<file path="src/hw/rtl/arfc_pkg.sv">
// package: types, constants and codes shared by the anchor rssi freshness collector
`default_nettype none

package arfc_pkg;

	localparam int NUM_ANCHORS_DEF = 3;
	localparam int MAX_ANCHORS = 3;
	localparam int PADDR_W = 4;
	localparam int PDATA_W = 32;

	localparam logic KIND_REPORT = 1'b0;
	localparam logic KIND_EVAL = 1'b1;

	localparam logic [1:0] REG_FRESH_TIMEOUT = 2'd0;
	localparam logic [1:0] REG_MOBILE_TIMEOUT = 2'd1;
	localparam logic [1:0] REG_STATUS_INTERVAL = 2'd2;

	localparam logic [15:0] FRESH_TIMEOUT_RST = 16'd200;
	localparam logic [15:0] MOBILE_TIMEOUT_RST = 16'd1500;
	localparam logic [15:0] STATUS_INTERVAL_RST = 16'd1000;

	localparam logic signed [15:0] READY_MARK = 16'sh7FFF;
	localparam logic signed [15:0] UNAVAIL_MARK = 16'shFF81;
	localparam logic signed [15:0] RSSI_RESET = 16'shFF9C;

	typedef enum logic [2:0] {
		ST_NOT_CONNECTED = 3'd0,
		ST_RX_NO_RSSI = 3'd1,
		ST_FRESH = 3'd2,
		ST_STALE = 3'd3,
		ST_WAITING = 3'd4
	} anc_status_t;

	typedef struct packed {
		logic kind;
		logic [7:0] anchor_index;
		logic signed [15:0] rssi_value;
		logic [31:0] now_ms;
	} req_t;

	typedef struct packed {
		logic all_fresh;
		logic signed [15:0] rssi_first;
		logic signed [15:0] rssi_second;
		logic signed [15:0] rssi_third;
		logic [1:0] fresh_count;
		logic status_due;
		logic mobile_working;
		logic [2:0] status_first;
		logic [2:0] status_second;
		logic [2:0] status_third;
	} rsp_t;

	typedef struct packed {
		logic [15:0] fresh_timeout_ms;
		logic [15:0] mobile_timeout_ms;
		logic [15:0] status_interval_ms;
	} cfg_t;

	typedef struct packed {
		logic report;
		logic clear;
	} anc_ctl_t;

	typedef struct packed {
		logic fresh;
		anc_status_t status;
		logic signed [15:0] rssi;
	} anc_stat_t;

endpackage

`default_nettype wire

</file>
<file path="src/hw/rtl/arfc_regs.sv">
// configuration register file behind the apb port
`default_nettype none

module arfc_regs (
	input wire logic clk,
	input wire logic arst_n,
	input wire logic psel,
	input wire logic penable,
	input wire logic pwrite,
	input wire logic [arfc_pkg::PADDR_W-1:0] paddr,
	input wire logic [arfc_pkg::PDATA_W-1:0] pwdata,
	output logic [arfc_pkg::PDATA_W-1:0] prdata,
	output logic pready,
	output arfc_pkg::cfg_t cfg
);
	import arfc_pkg::*;

	cfg_t cfg_q;
	logic [1:0] reg_idx;
	logic wr_en;

	assign reg_idx = paddr[3:2];
	assign wr_en = psel && penable && pwrite;
	assign pready = 1'b1;
	assign cfg = cfg_q;

	always_ff @(posedge clk or negedge arst_n) begin
		if (!arst_n) begin
			cfg_q.fresh_timeout_ms <= FRESH_TIMEOUT_RST;
			cfg_q.mobile_timeout_ms <= MOBILE_TIMEOUT_RST;
			cfg_q.status_interval_ms <= STATUS_INTERVAL_RST;
		end else if (wr_en) begin
			case (reg_idx)
				REG_FRESH_TIMEOUT: cfg_q.fresh_timeout_ms <= pwdata[15:0];
				REG_MOBILE_TIMEOUT: cfg_q.mobile_timeout_ms <= pwdata[15:0];
				REG_STATUS_INTERVAL: cfg_q.status_interval_ms <= pwdata[15:0];
				default: ;
			endcase
		end
	end

	always_comb begin
		case (reg_idx)
			REG_FRESH_TIMEOUT: prdata = {16'b0, cfg_q.fresh_timeout_ms};
			REG_MOBILE_TIMEOUT: prdata = {16'b0, cfg_q.mobile_timeout_ms};
			REG_STATUS_INTERVAL: prdata = {16'b0, cfg_q.status_interval_ms};
			default: prdata = '0;
		endcase
	end

endmodule

`default_nettype wire

</file>
<file path="src/hw/rtl/arfc_anchor.sv">
// per-anchor slot: stored rssi, flags, report time, freshness and status
`default_nettype none

module arfc_anchor (
	input wire logic clk,
	input wire logic arst_n,
	input wire arfc_pkg::anc_ctl_t ctl,
	input wire logic signed [15:0] rssi_value,
	input wire logic [31:0] now_ms,
	input wire logic [15:0] fresh_timeout_ms,
	output arfc_pkg::anc_stat_t stat
);
	import arfc_pkg::*;

	logic signed [15:0] rssi_q;
	logic rcv_q;
	logic rdy_q;
	logic [31:0] rtime_q;
	logic [31:0] age;
	logic recent;
	logic unavail;
	logic fresh;

	always_ff @(posedge clk or negedge arst_n) begin
		if (!arst_n) begin
			rssi_q <= RSSI_RESET;
			rcv_q <= 1'b0;
			rdy_q <= 1'b0;
			rtime_q <= '0;
		end else begin
			if (ctl.clear) begin
				rcv_q <= 1'b0;
			end
			if (ctl.report) begin
				rdy_q <= 1'b1;
				if (rssi_value != READY_MARK) begin
					rcv_q <= 1'b1;
					rtime_q <= now_ms;
					if (rssi_value != UNAVAIL_MARK) begin
						rssi_q <= rssi_value;
					end
				end
			end
		end
	end

	assign age = now_ms - rtime_q;
	assign recent = rcv_q && (age <= {16'b0, fresh_timeout_ms});
	assign unavail = (rssi_q == UNAVAIL_MARK);
	assign fresh = recent && !unavail;

	always_comb begin
		stat.fresh = fresh;
		stat.rssi = rssi_q;
		if (!rdy_q) begin
			stat.status = ST_NOT_CONNECTED;
		end else if (recent && unavail) begin
			stat.status = ST_RX_NO_RSSI;
		end else if (fresh) begin
			stat.status = ST_FRESH;
		end else if (rcv_q) begin
			stat.status = ST_STALE;
		end else begin
			stat.status = ST_WAITING;
		end
	end

endmodule

`default_nettype wire

</file>
<file path="src/hw/rtl/arfc_core.sv">
// anchor slots, mobile and status timers, and evaluation of one request
`default_nettype none

module arfc_core #(
	parameter int NUM_ANCHORS = arfc_pkg::NUM_ANCHORS_DEF
) (
	input wire logic clk,
	input wire logic arst_n,
	input wire logic fire,
	input wire arfc_pkg::req_t req,
	input wire arfc_pkg::cfg_t cfg,
	output arfc_pkg::rsp_t rsp
);
	import arfc_pkg::*;

	anc_stat_t st [MAX_ANCHORS];
	logic is_report;
	logic is_eval;
	logic in_range;
	logic all_fresh;
	logic due;
	logic mob_ok;
	logic [31:0] mob_age;
	logic [31:0] stat_age;
	logic [31:0] mob_time_q;
	logic [31:0] stat_time_q;
	logic mob_seen_q;

	assign is_report = fire && (req.kind == KIND_REPORT);
	assign is_eval = fire && (req.kind == KIND_EVAL);
	assign in_range = req.anchor_index < 8'(NUM_ANCHORS);
	assign all_fresh = st[0].fresh && st[1].fresh && st[2].fresh;

	for (genvar i = 0; i < MAX_ANCHORS; i++) begin : g_slot
		if (i < NUM_ANCHORS) begin : g_anc
			anc_ctl_t ctl;
			assign ctl.report = is_report && (req.anchor_index == 8'(i));
			assign ctl.clear = is_eval && all_fresh;
			arfc_anchor u_anc (
				.clk(clk),
				.arst_n(arst_n),
				.ctl(ctl),
				.rssi_value(req.rssi_value),
				.now_ms(req.now_ms),
				.fresh_timeout_ms(cfg.fresh_timeout_ms),
				.stat(st[i])
			);
		end else begin : g_none
			assign st[i] = '0;
		end
	end

	assign stat_age = req.now_ms - stat_time_q;
	assign mob_age = req.now_ms - mob_time_q;
	assign due = stat_age >= {16'b0, cfg.status_interval_ms};
	assign mob_ok = mob_seen_q && (mob_age <= {16'b0, cfg.mobile_timeout_ms});

	always_ff @(posedge clk or negedge arst_n) begin
		if (!arst_n) begin
			mob_time_q <= '0;
			stat_time_q <= '0;
			mob_seen_q <= 1'b0;
		end else begin
			if (is_report && in_range && (req.rssi_value != READY_MARK)) begin
				mob_time_q <= req.now_ms;
				mob_seen_q <= 1'b1;
			end
			if (is_eval && due) begin
				stat_time_q <= req.now_ms;
			end
		end
	end

	always_comb begin
		rsp.all_fresh = all_fresh;
		rsp.rssi_first = all_fresh ? st[0].rssi : '0;
		rsp.rssi_second = all_fresh ? st[1].rssi : '0;
		rsp.rssi_third = all_fresh ? st[2].rssi : '0;
		rsp.fresh_count = 2'(st[0].fresh) + 2'(st[1].fresh) + 2'(st[2].fresh);
		rsp.status_due = due;
		rsp.mobile_working = due && mob_ok;
		rsp.status_first = due ? st[0].status : ST_NOT_CONNECTED;
		rsp.status_second = due ? st[1].status : ST_NOT_CONNECTED;
		rsp.status_third = due ? st[2].status : ST_NOT_CONNECTED;
	end

endmodule

`default_nettype wire

</file>
<file path="src/hw/rtl/anchor_rssi_freshness_collector.sv">
// top level: anchor rssi freshness collector
//
// request channel (req_valid/req_ready/req): kind selects an anchor report or an
// evaluate pass; reports update the anchor slot and give no response, evaluate
// passes give exactly one response on rsp_valid/rsp_ready/rsp.
// a request is held in an input register and processed against the anchor state
// as it leaves that register; an evaluate response is loaded into the output
// register as the evaluate leaves, and an evaluate waits while the output is held.
// throughput is one request per cycle, set by the single input register, while
// the response side does not stall; a report in the input register never waits
// on the response side.
// when the receiver stalls, the held response stays put, one evaluate request
// waits in the input register, and req_ready drops until the response is taken.
// configuration goes through the apb port (pready always high, no wait states).
// reset clears the anchor flags and times, sets stored rssi to -100 and loads
// the default timeouts; no request or response is pending after reset.
`default_nettype none

module anchor_rssi_freshness_collector #(
	parameter int NUM_ANCHORS = arfc_pkg::NUM_ANCHORS_DEF
) (
	input wire logic clk,
	input wire logic arst_n,
	input wire logic req_valid,
	output logic req_ready,
	input wire arfc_pkg::req_t req,
	output logic rsp_valid,
	input wire logic rsp_ready,
	output arfc_pkg::rsp_t rsp,
	input wire logic psel,
	input wire logic penable,
	input wire logic pwrite,
	input wire logic [arfc_pkg::PADDR_W-1:0] paddr,
	input wire logic [arfc_pkg::PDATA_W-1:0] pwdata,
	output logic [arfc_pkg::PDATA_W-1:0] prdata,
	output logic pready
);
	import arfc_pkg::*;

	cfg_t cfg;
	req_t req_s1;
	logic valid_s1;
	rsp_t rsp_d;
	rsp_t rsp_q;
	logic rsp_valid_q;
	logic out_free;
	logic fire_s1;

	arfc_regs u_regs (
		.clk(clk),
		.arst_n(arst_n),
		.psel(psel),
		.penable(penable),
		.pwrite(pwrite),
		.paddr(paddr),
		.pwdata(pwdata),
		.prdata(prdata),
		.pready(pready),
		.cfg(cfg)
	);

	assign out_free = !rsp_valid_q || rsp_ready;
	assign fire_s1 = valid_s1 && ((req_s1.kind == KIND_REPORT) || out_free);
	assign req_ready = !valid_s1 || fire_s1;

	always_ff @(posedge clk or negedge arst_n) begin
		if (!arst_n) begin
			valid_s1 <= 1'b0;
		end else if (req_valid && req_ready) begin
			valid_s1 <= 1'b1;
		end else if (fire_s1) begin
			valid_s1 <= 1'b0;
		end
	end

	always_ff @(posedge clk) begin
		if (req_valid && req_ready) begin
			req_s1 <= req;
		end
	end

	arfc_core #(
		.NUM_ANCHORS(NUM_ANCHORS)
	) u_core (
		.clk(clk),
		.arst_n(arst_n),
		.fire(fire_s1),
		.req(req_s1),
		.cfg(cfg),
		.rsp(rsp_d)
	);

	always_ff @(posedge clk or negedge arst_n) begin
		if (!arst_n) begin
			rsp_valid_q <= 1'b0;
		end else if (fire_s1 && (req_s1.kind == KIND_EVAL)) begin
			rsp_valid_q <= 1'b1;
		end else if (rsp_ready) begin
			rsp_valid_q <= 1'b0;
		end
	end

	always_ff @(posedge clk) begin
		if (fire_s1 && (req_s1.kind == KIND_EVAL)) begin
			rsp_q <= rsp_d;
		end
	end

	assign rsp_valid = rsp_valid_q;
	assign rsp = rsp_q;

endmodule

`default_nettype wire

</file>
<file path="config.mk">
export PLATFORM = sky130hd
export DESIGN_NAME = anchor_rssi_freshness_collector
export DESIGN_NICKNAME = d
export VERILOG_FILES = /design/src/hw/rtl/arfc_pkg.sv /design/src/hw/rtl/arfc_regs.sv /design/src/hw/rtl/arfc_anchor.sv /design/src/hw/rtl/arfc_core.sv /design/src/hw/rtl/anchor_rssi_freshness_collector.sv
export SDC_FILE = /design/constraint.sdc
export NUM_CORES = 1
export LEC_CHECK = 0
export BUFFER_PORTS_ARGS = -buffer_cell sky130_fd_sc_hd__buf_2
export CAP_MARGIN = 20
export CELL_PAD_IN_SITES_DETAIL_PLACEMENT = 0
export CELL_PAD_IN_SITES_GLOBAL_PLACEMENT = 1
export CORE_MARGIN = 2
export CORE_UTILIZATION = 46
export DETAILED_ROUTE_END_ITERATION = 12
export PLACE_DENSITY_LB_ADDON = 0.1
export SLEW_MARGIN = 40
export SYNTH_ARGS = -nofsm -noshare
export SYNTH_HDL_FRONTEND = slang
export SYNTH_HIERARCHICAL = 1
export SYNTH_SLANG_ARGS = --single-unit
</file>
<file path="constraint.sdc">
create_clock -name clk -period 10.89 [get_ports clk]
set_input_delay 1.089 -clock clk [delete_from_list [all_inputs] [get_ports clk]]
set_output_delay 1.089 -clock clk [all_outputs]
set_load 0.02 [all_outputs]
</file>
==> flow_summary.toml <==
[place]
pre_cts_slack_ns = 4.22
dp_hpwl_microns = 63900
port_buffers = 161
dpl.cell_count = 3805
gp_congestion = 0.929

[finish]
final_util_pct = 51.4
area_delta_synth_final_pct = 10.3
multi_input_area_sq_mm = 0.0157
layoutNonFillerInstCount = 3893
regArea_sq_mm = 0.0103
fin_nets = 3422
drive_gt1_share_pct = 16.7
fillers = 5520

[sta]
maxClockFrequency_ghz = 0.148
tightestPinTransition_ns = 0.791
rsz0062_at_grt = "false"
timing.hold.ws_ns = 0.360
post-route-period-util_pct = 61.9
finalSetupViolations = 0
fin_crit_ns = 6.74
final_max_slew_viol_count = 0
fin_tns_setup_ns = 0
setup_ws_ns = 4.15
slew_headroom_pct = 47.2
final-hold-violation-count = 0
finClkSkew_ns = 0.0329

[power_and_ir_drop]
vdd_drop_max_mv = 0.142
power-per-cell-area_mw_per_mm2 = 157
leakagePower_nw = 13.9

[clock_tree]
post_cts_buffers = 0
clockBufferDepth = 3
htree_num_levels = 2
clkSlewWorstSetupHoldPaths_ns = 0.06
clock-root-buffer = "clkbuf_16"
cts_tree = "built"
cts_sinks = 384
cts.repair.resized = 0
cts_buffers = 45
cts_hold_buf = 0
clk-insertion-delay-late_ns = 0.59

[floorplan]
rows = 89
start_util_pct = 46.7
ios = 197
dieArea_sq_mm = 0.0619
core_sq_mm = 0.0591
die_h_microns = 249
chipWidth_microns = 249

[detailed_routing]
initialDrtViolationCount = 1255
avgViaCountPerCell = 5.77
drcViolationCount = 0
drt_pre_antenna_iters = 5
wirelength_microns = 82300
wire_per_inst_microns = 21.1
antenna_left = 0
dr_total_vias = 22400

[logic_synthesis]
syn_inst = 2964
synthTopCellsByCount = "nand2_1, inv_1, ha_1"
postSynthAreaPerCell_sq_um = 9.31
synthFlopType = "dfrtp_1"
yosysUniqueCellTypes = 116
yosysMostFrequentCell = "nand2_1"
synth_area_leader_cell = "dfrtp_1"
ys_async_sr_fraction_pct = 69.0
yosysSeqAreaShare_pct = 37.2
synth_edf_count = 119
ys_warn_count = 6
syn_area_sq_mm = 0.0276
yosysTopAreaCellShare_pct = 19.3
netlist_top_cells_area = "dfrtp_1, edfxtp_1, ha_1"
synth_seq_cells = 384

[worst_setup_path]
crit_start = "req_s1[1]"
cp-end-kind = "flop"
slowest_stage = "edfxtp_1"
critPathLaunchType = "flop"
worstPathRequired_ns = 11.35
cp_max_fo = 50
worstPathArrival_ns = 7.20
cp_cell_sequence = "inv_1 > fa_1 > nor2b_1 > o2111ai_2 > a21oi_1 > o21a_1 > a21oi_1 > xnor2_1 > ha_1 > nand4_1 > or4_1 > o31a_1 > or3_1 > nand4b_1 > or4_1 > nor4_2 > and3_1 > buf_4 > and3_1 > inv_1 > a21o_1"
timing.rr.start = "req_s1[1]"
critPathKind = "reg -> reg"
critical_path.max_stage_delay_ns = 0.81

[run]
maxCapViolCount = 0

[global_route]
grtUsageTotal_pct = 26.3
grt_pass1_wl_microns = 128000
grt_antenna_before_repair = 3
grt_max_degree = 96
grt.overflow.total = 0
grt_pass1_vias = 22600

[outcome]
status = "completed"

[min_path]
hp-class = "in -> async"
-- cell type report --
cell class	count	share of cell area [%]
Clock inverter	17	0.502
Clock buffer	66	4.27
Tap cell	773	3.18
Multi-Input combinational cell	2189	51.5
Antenna cell	3	0.0247
Sequential cell	384	33.8
Inverter	278	3.43
Timing Repair Buffer	183	3.36
-- cell usage in the layout (no fill, tap or decap), drive strengths merged, types with 13 or more instances in the layout --
master,Yosys,routed
mux2i,29,29
clkbuf,51,66
and2,65,65
or3,15,15
a2111oi,14,14
o211ai,34,34
nand3,57,57
a31oi,22,22
inv,278,279
xnor2,57,57
edfxtp,119,119
nor3,49,49
buf,77,183
or4,13,13
nand2,345,345
nand2b,17,17
o21bai,16,16
o21ai,250,250
nor2b,25,25
a211oi,26,26
nor4,20,20
ha,235,235
dfstp,52,52
xor2,47,47
mux2,133,133
nand4,78,78
o2111ai,16,16
conb,2,17
and3,17,17
a21o,61,61
o21a,35,35
a21oi,201,201
nor2,124,124
dfrtp,213,213
-- registers in the layout (all words and copies together), names as in the netlist --
| signal | flops |
|---|---|
| u_core/g_slot.g_anc.u_anc/rtime_q | 96 |
| rsp | 62 |
| u_core/g_slot.g_anc.u_anc/rdy_q | 3 |
| u_core/g_slot.g_anc.u_anc/rcv_q | 3 |
| u_core/g_slot.g_anc.u_anc/rssi_q | 48 |
| u_core/mob_time_q | 32 |
| u_core/mob_seen_q | 1 |
| req_s1 | 57 |
| u_regs/cfg | 48 |
| rsp_valid | 1 |
| u_core/stat_time_q | 32 |
| valid_s1 | 1 |
-- cells by family (layout without fill, tap and decap cells) --
kind of cell    after synthesis  count (layout)  synth area share, %
simple gates                883             883                 16.2
compound gates              782             782                 18.6
buf+inv                     406             544                 6.47
flops                       384             384                 37.2
fa+ha+maj                   241             241                 11.1
mux                         162             162                 7.01
xor+xnor                    104             104                 3.30
other cells                   2              20               0.0272
-- metal layers --
layer,track usage (%),up-vias,routed length (microns)
met1,34.4,11000,36700
met2,44.8,480,39600
met3,3.13,152,3020
li1,-,10900,-
met5,0,-,0
met4,9.26,0,2960
-- critical path: cells and delay by family (launching register included) --
kind / cells / cell delay, ns
AO/OA/AOI/OAI: 6 / 1.20
flip-flops: 1 / 0.81
AND/OR/NAND/NOR: 9 / 3.04
XOR/XNOR: 1 / 0.17
adder cells (fa/ha/maj): 2 / 0.78
buffers and inverters: 3 / 0.58
-- worst paths after layout --
path	end	slack (ns)	cells after the start
min in group clk	u_core/g_slot[0].g_anc.u_anc/rssi_q[3]	0.47	2
hold reg to reg	u_core/g_slot[0].g_anc.u_anc/rssi_q[3]	0.47	2
hold / removal	u_core/g_slot[1].g_anc.u_anc/rtime_q[4]	0.36	1
max in group asynchronous	u_core/stat_time_q[25]	8.51	4
setup reg to reg	u_core/g_slot[1].g_anc.u_anc/rcv_q	4.15	21
setup / recovery	u_core/g_slot[1].g_anc.u_anc/rcv_q	4.15	21
-- stage by stage --
| stage | total power [mW] | cell area, sq um |
|---|---|---|
| 2_1_floorplan | 2.84 | 27600 |
| 3_3_place_gp | 3.25 | 28900 |
| 3_5_place_dp | 3.28 | 28900 |
| 4_1_cts | 4.81 | 30400 |
| 5_1_grt | 5.06 | 30400 |
| 6_report | 4.77 | 30400 |
-- report_power, final --
| part | switching, mW | internal (mW) | total [mW] |
|---|---|---|---|
| Sequential | 0.144 | 1.63 | 1.78 |
| Combinational | 0.905 | 0.594 | 1.50 |
| Clock | 0.621 | 0.876 | 1.50 |
(Power assumes the default switching activity.)
